`src/variable_frame_ring_queue_assert.svh`:
```
// assertion macros shared by the ring queue modules
`ifndef VARIABLE_FRAME_RING_QUEUE_ASSERT_SVH
`define VARIABLE_FRAME_RING_QUEUE_ASSERT_SVH

`ifndef SYNTHESIS

// condition must hold in the same cycle as the trigger
`define VFRQ_ASSERT_NOW(lbl, clk, rst_n, ante, cons) \
    lbl: assert property (@(posedge clk) disable iff (!rst_n) (ante) |-> (cons)) \
        else $error("vfrq assertion failed");

// condition must hold in the cycle after the trigger
`define VFRQ_ASSERT_NEXT(lbl, clk, rst_n, ante, cons) \
    lbl: assert property (@(posedge clk) disable iff (!rst_n) (ante) |=> (cons)) \
        else $error("vfrq assertion failed");

`else

`define VFRQ_ASSERT_NOW(lbl, clk, rst_n, ante, cons)
`define VFRQ_ASSERT_NEXT(lbl, clk, rst_n, ante, cons)

`endif

`endif

```
`src/vfrq_pkg.sv`:
```
`timescale 1ns / 1ps

package vfrq_pkg;

    // field widths
    localparam int OFS_W   = 11;
    localparam int WORD_W  = 32;
    localparam int OP_W    = 2;
    localparam int STS_W   = 3;
    localparam int PLEFT_W = 7;
    localparam int SIZE_LSB = 16;
    localparam int SIZE_W   = 8;

    // store geometry, depth in words is a power of two
    localparam int STORE_BYTES  = 1024;
    localparam int HEADER_BYTES = 12;
    localparam int STORE_WORDS  = STORE_BYTES / 4;
    localparam int IDX_W        = $clog2(STORE_WORDS);

    // longest burst emitted by one pop
    localparam int MAX_OUT = 64;
    localparam int CNT_W   = $clog2(MAX_OUT);

    localparam logic [OFS_W-1:0] CAP_RESET = OFS_W'(1024);
    localparam logic [OFS_W-1:0] STORE_CAP =
        OFS_W'((STORE_BYTES > 2044) ? 2044 : STORE_BYTES);

    typedef enum logic [OP_W-1:0] {
        OP_QUERY = 2'd0,
        OP_PUSH  = 2'd1,
        OP_POP   = 2'd2,
        OP_NONE  = 2'd3
    } t_op;

    typedef enum logic [STS_W-1:0] {
        ST_OK         = 3'd0,
        ST_FULL_END   = 3'd1,
        ST_FULL_FRONT = 3'd2,
        ST_ZERO_SIZE  = 3'd3,
        ST_EMPTY      = 3'd4
    } t_status;

    typedef enum logic [1:0] {
        S_IDLE,
        S_POP_FIRST,
        S_POP_STREAM
    } t_state;

    // commands from controller to datapath
    typedef struct packed {
        logic query;
        logic push;
        logic pop_start;
        logic nop;
        logic pop_first;
        logic pop_stream;
    } t_dp_cmd;

    // status from datapath to controller
    typedef struct packed {
        logic empty;
        logic first_last;
        logic stream_last;
    } t_dp_sts;

    // placement test results
    typedef struct packed {
        logic ahead;
        logic end_ok;
        logic wrap_ok;
        logic front_ok;
    } t_fit;

    // header plus payload size, rounded up to whole words
    function automatic logic [OFS_W-1:0] footprint(input logic [WORD_W-1:0] w);
        logic [OFS_W-1:0] t;
        t = OFS_W'(HEADER_BYTES) + OFS_W'(w[SIZE_LSB +: SIZE_W]) + OFS_W'(3);
        return {t[OFS_W-1:2], 2'b00};
    endfunction

    // byte offset to word index, wrapping at the store depth
    function automatic logic [IDX_W-1:0] store_index(input logic [OFS_W-1:0] addr);
        logic [OFS_W-1:0] w;
        w = addr >> 2;
        return IDX_W'(w);
    endfunction

    // capacity with low bits cleared, limited to the store
    function automatic logic [OFS_W-1:0] eff_cap(input logic [OFS_W-1:0] cap);
        logic [OFS_W-1:0] c;
        c = {cap[OFS_W-1:2], 2'b00};
        return (c > STORE_CAP) ? STORE_CAP : c;
    endfunction

    function automatic t_fit fit_check(input logic [OFS_W-1:0] rd,
                                       input logic [OFS_W-1:0] wr,
                                       input logic [OFS_W-1:0] cap,
                                       input logic [OFS_W-1:0] size);
        t_fit       f;
        logic [OFS_W:0] sum;
        sum        = {1'b0, wr} + {1'b0, size};
        f.ahead    = (rd <= wr);
        f.end_ok   = (sum <= {1'b0, cap});
        f.wrap_ok  = (rd > size);
        f.front_ok = (sum < {1'b0, rd});
        return f;
    endfunction

endpackage

```
`src/vfrq_ctrl.sv`:
```
`timescale 1ns / 1ps
`include "variable_frame_ring_queue_assert.svh"

module vfrq_ctrl
    import vfrq_pkg::*;
(
    input  logic            i_clk,
    input  logic            i_rst_n,
    input  logic            i_start,
    input  logic [OP_W-1:0] i_op,
    input  t_dp_sts         i_sts,
    output logic            o_busy,
    output t_dp_cmd         o_cmd
);

    t_state r_state;
    t_state n_state;
    logic   take;

    // state register
    always_ff @(posedge i_clk) begin
        if (!i_rst_n) begin
            r_state <= S_IDLE;
        end else begin
            r_state <= n_state;
        end
    end

    assign take = i_start && (r_state == S_IDLE);

    // next state and commands
    always_comb begin
        n_state = r_state;
        o_cmd   = '0;
        o_busy  = 1'b1;
        case (r_state)
            S_IDLE: begin
                o_busy = 1'b0;
                if (take) begin
                    case (t_op'(i_op))
                        OP_QUERY: o_cmd.query = 1'b1;
                        OP_PUSH:  o_cmd.push  = 1'b1;
                        OP_POP: begin
                            o_cmd.pop_start = 1'b1;
                            if (!i_sts.empty) begin
                                n_state = S_POP_FIRST;
                            end
                        end
                        default:  o_cmd.nop   = 1'b1;
                    endcase
                end
            end
            S_POP_FIRST: begin
                o_cmd.pop_first = 1'b1;
                n_state = i_sts.first_last ? S_IDLE : S_POP_STREAM;
            end
            S_POP_STREAM: begin
                o_cmd.pop_stream = 1'b1;
                if (i_sts.stream_last) begin
                    n_state = S_IDLE;
                end
            end
            default: begin
                n_state = S_IDLE;
            end
        endcase
    end

    // a non-empty pop always goes on to fetch the front frame
    `VFRQ_ASSERT_NEXT(a_pop_enters, i_clk, i_rst_n, take && (i_op == OP_POP) && !i_sts.empty, r_state == S_POP_FIRST)
    // no new transaction is started while a frame streams out
    `VFRQ_ASSERT_NOW(a_busy_no_start, i_clk, i_rst_n, o_busy, !(o_cmd.query || o_cmd.push || o_cmd.pop_start || o_cmd.nop))

endmodule

```
`config.mk`:
```
export PLATFORM = sky130hd
export DESIGN_NAME = vfrq_ctrl
export DESIGN_NICKNAME = d
export VERILOG_FILES = /design/src/vfrq_pkg.sv /design/src/vfrq_ctrl.sv
export VERILOG_INCLUDE_DIRS = /design/src /design/src/src
export SDC_FILE = /design/constraint.sdc
export NUM_CORES = 1
export LEC_CHECK = 0
export BUFFER_PORTS_ARGS = -buffer_cell sky130_fd_sc_hd__buf_2
export CORE_AREA = 2 2 39 41
export CTS_CLUSTER_DIAMETER = 200
export DETAILED_ROUTE_END_ITERATION = 7
export DIE_AREA = 0 0 41 43
export GPL_ROUTABILITY_DRIVEN = 0
export GPL_TIMING_DRIVEN = 1
export PLACE_DENSITY = 0.46
export SKIP_CTS_REPAIR_TIMING = 1
export SYNTH_ARGS = -nofsm -noshare
export SYNTH_HDL_FRONTEND = slang
export SYNTH_SLANG_ARGS = --single-unit
```
`constraint.sdc`:
```
create_clock -name i_clk -period 0.87 [get_ports i_clk]
set_clock_uncertainty 0.05 [all_clocks]
set_input_delay 0.0435 -clock i_clk [delete_from_list [all_inputs] [get_ports i_clk]]
set_output_delay 0.0435 -clock i_clk [all_outputs]
set_load 0.02 [all_outputs]
```
Word level (Yosys, flattened, before mapping)
Index checks and enable logic that the tools add are counted.

Reduce and logical (&&, ||, !) cells: 5. Mux-type cells: 15. Equality and inequality tests: 8.

Operators with widths (number): $mux W2 (5); $mux W4 (2); $mux W1 (7); $ne A2 B2 Y1 const B (3); $pmux W2 S3 (1); $eq A2 B1 Y1 const B (2); $eq A2 B2 Y1 const B (2); $logic_not A2 Y1 (2); $reduce_and A4 Y1 (1); $reduce_or A3 Y1 (1); $ne A2 B1 Y1 const B (1); $logic_and A1 B1 Y1 (1).

Output and inout bits: 7. Word-level logic and storage cells: 29. Register bits: 2. Input bits: 8.

Logic depth before layout (Yosys ltp)
Depth after elaboration: 5. Mapped depth: 2. Mapped depth without buffers: 2.

Worst setup path before layout
No wires, ideal clock.

Kind: flip-flop to flip-flop. From: register r_state[0]. To: register r_state[1]. Library setup time: 0.062 ns. Cell stages (with the launch flop): 3. Path slack: -0.170 ns. Clock period less this slack: 1.040 ns. Required time: 0.758 ns. Buffers on the path: 0. Arrival: 0.927 ns. Cells stage by stage: dfxtp_1 -> nor2b_1 -> a32o_1.

Cells in the longest elaborated chain, start to end: 4. Elaborated cells between the ends (all ways): 10. Those cells by class: eq/ne (6); mux (1); reduce/logical (3).

Ends and longest elaborated chain: start, declared (RTL line vfrq_ctrl.sv:16) `t_state r_state;`; start signal, assigned (RTL line vfrq_ctrl.sv:25) `r_state <= n_state;`; $logic_not A2 Y1 (RTL line vfrq_ctrl.sv:29, vfrq_ctrl.sv:36); $logic_and A1 B1 Y1 (RTL line vfrq_ctrl.sv:29) `assign take = i_start && (r_state == S_IDLE);`; $ne A2 B2 Y1 (no source line); $reduce_and A4 Y1 (no source line).

Parallel ways exist; a longest one is shown, timed or not. A chain may end at the register's enable or synchronous reset.

Worst setup path after layout
From: register r_state[1]. To: register r_state[0].

Same word-level chain as after synthesis.

==> run_results.csv <==
group,metric,value,unit
global_routing,antenna_found_initial,0,
synthesis,synth-edff-count,0,
floorplanning,ioPinCount,15,
global_routing,grt.overflow.total,0,
timing,timing.final.crit_share,132.9,%
global_routing,grt_pass1_wl,724,um
floorplanning,chipHeight,43,um
timing,hold_viol,0,
setup_path,cp_max_fo,4,
drt,vias,196,
worst_hold_path,hold_path.class,"in2reg",
global_routing,gr-usage-all-layers,6.807,%
synthesis,synth_nets,24,
power_and_ir_drop,clockPowerShare,51.4,%
power_and_ir_drop,p_sw_share,25.00,%
floorplanning,num_rows,14,
clock_network,clk_pin_slew,30,ps
synthesis,synthTopCellsByCount,"inv_1, nor2_1, nor2b_1",
setup_path,r2r_start,"r_state[1]$_SDFFE_PN0P_",
drt,drt-total-wl,539,um
setup_path,cp.arrival,1230,ps
synthesis,synth_ff_type,"dfxtp_1",
power_and_ir_drop,p_int,0.2938,mW
timing,rsz0062_at_grt,"true",
synthesis,syn_area,153.9,um2
drt,drtIter0Drc,0,
flow_run,drv_cap,0,
setup_path,start_kind,"flip-flop",
placement,dpl.hpwl,392.8,um
clock_network,cts.htree.levels,1,
drt,wl_per_cell,9.981,um
synthesis,synthCells,16,
power_and_ir_drop,combinationalPowerShare,24.3,%
floorplanning,die_w,41,um
timing,fin_crit,1157,ps
floorplanning,die_area,1763,um2
synthesis,synth.avg_cell_area,9.619,um2
finish,insertedDiodeCount,0,
synthesis,synthArstFlopShare,0,%
setup_path,cp-end-kind,"flip-flop",
timing,max_slew_margin,87.75,%
clock_network,tritoncts,"built",
setup_path,startpoint,"r_state[1]$_SDFFE_PN0P_",
clock_network,clock_tree.root_cell,"clkbuf_4",
drt,drc_errors,0,
synthesis,synth_seq_cells,2,
timing,clock.fmax,864.6,MHz
clock_network,cts.sinks,2,
power_and_ir_drop,power.leakage,0.1838,nW
timing,slew_violations,0,
synthesis,synth_top_area_share,26.02,%
floorplanning,fp.coreArea,1384,um2
synthesis,yosys_warnings,0,
finish,top_register,"r_state",
synthesis,yosys.area.top_type,"dfxtp_1",
timing,setup_ws,-286.6,ps
finish,drive_gt1_share,78.95,%
drt,vias_per_cell,3.630,
finish,num-nets-final,48,
drt,ant_nets,0,
timing,hold_ws,24.46,ps
power_and_ir_drop,p_total,0.3917,mW
clock_network,clock_latency,220,ps
floorplanning,start_util,11.12,%
timing,setup_viol,8,
run_status,status,"finished, violations left",
synthesis,ys_types,8,
power_and_ir_drop,ir_worst_vdd,0.0005256,V
setup_path,worst_ep_required_time,950,ps
finish,largest_reg_flops,2,
finish,reg_top3,"r_state (2)",
clock_network,clk_path_buf_depth,2,
setup_path,crit_path_end,"r_state[0]$_SDFFE_PN0P_",
placement,io_buffers,14,
synthesis,yosys-top-cells-area,"dfxtp_1, nand4bb_4, and4b_1",
setup_path,r2r_cells,3,
clock_network,numCtsBuffers,3,
finish,area.growth.synth_to_final,130.1,%
global_routing,grt_max_degree,5,
global_routing,grt_pass1_vias,183,
power_and_ir_drop,power_switching,0.09795,mW
run_status,violations,"setup timing",
setup_path,worst-setup-path-type,"reg2reg",
drt,firstDrtPassIters,1,
power_and_ir_drop,power_frac_seq,24.3,%
setup_path,r2r_slack,-290,ps
power_and_ir_drop,p_per_area,1106,nW/um2
setup_path,worstReg2RegEnd,"r_state[0]$_SDFFE_PN0P_",
synthesis,synth-seq-area-share,26.02,%
timing,max_slew.worst_pin.slew,183.0,ps
## cell usage in the layout (no fill, tap or decap)
cell           instances
nor2b_1                1
nand4bb_4              1
nor4b_4                1
dlygate4sd3_1          1
and4b_1                2
buf_2                 11
nor2b_2                2
dfxtp_2                2
a32o_1                 1
buf_6                  3
buf_4                  4
inv_1                  3
clkbuf_4               3
nor2_2                 2
nor2_4                 1
## stage by stage
step	area, um2	worst slack, ps	utilization (%)	TNS (ps)	instances
detailed placement	272.8	-85.20	19.71	-361.8	49
global route	354.1	-347.3	25.59	-2429	54
global placement	272.8	-85.08	19.71	-382.2	49
finish	354.1	-286.6	25.59	-1905	54
CTS	295.3	-331.0	21.34	-1998	52
floorplan	160.2	-63.69	-	-230.0	16
## critical path: stages, from the launching register on
cell and delay (ps):
dfxtp_2 330, nand4bb_4 260, buf_4 170, nor4b_4 250
## worst min path at each step
stage	from	cells past startpoint	slack [ps]	to
final	i_op[0]	2	20	r_state[0]$_SDFFE_PN0P_
after global routing	i_op[0]	2	20	r_state[0]$_SDFFE_PN0P_
after CTS	i_sts[2]	2	-70	r_state[0]$_SDFFE_PN0P_
after detailed placement	i_sts[2]	2	160	r_state[0]$_SDFFE_PN0P_
after global placement	i_sts[2]	2	160	r_state[0]$_SDFFE_PN0P_
after floorplan	i_op[0]	1	60	r_state[0]$_SDFFE_PN0P_
## power by group through the flow
stage	combinational, mW	sequential [mW]	clock (mW)
6_report	0.0952	0.0950	0.202
5_1_grt	0.103	0.0952	0.227
4_1_cts	0.0727	0.0947	0.217
3_5_place_dp	0.0724	0.0959	0
3_3_place_gp	0.0727	0.0959	0
2_1_floorplan	0.0339	0.0959	0
## routing by layer
metal	wire length (um)	track usage, %	vias up
met1	259	9.236	79
met4	0	8.000	0
met5	0	0	-
met2	204	6.563	15
met3	75	3.141	0
li1	-	-	102
## logic make-up (layout without fill, tap and decap cells)
kind of cell    after synthesis  count (layout)  synth area share, %
buf+inv                       3              25                7.317
compound gates                1               1                6.504
simple gates                 10              10                60.16
flops                         2               2                26.02
## area by class of cell
type	instances	area, um2
tap	16	20.02
fill	151	1030
clock buffer	3	22.52
multi-input combinational	11	128.9
timing repair buffer	19	128.9
inverter	3	11.26
sequential	2	42.54
(Power assumes the default switching activity.)
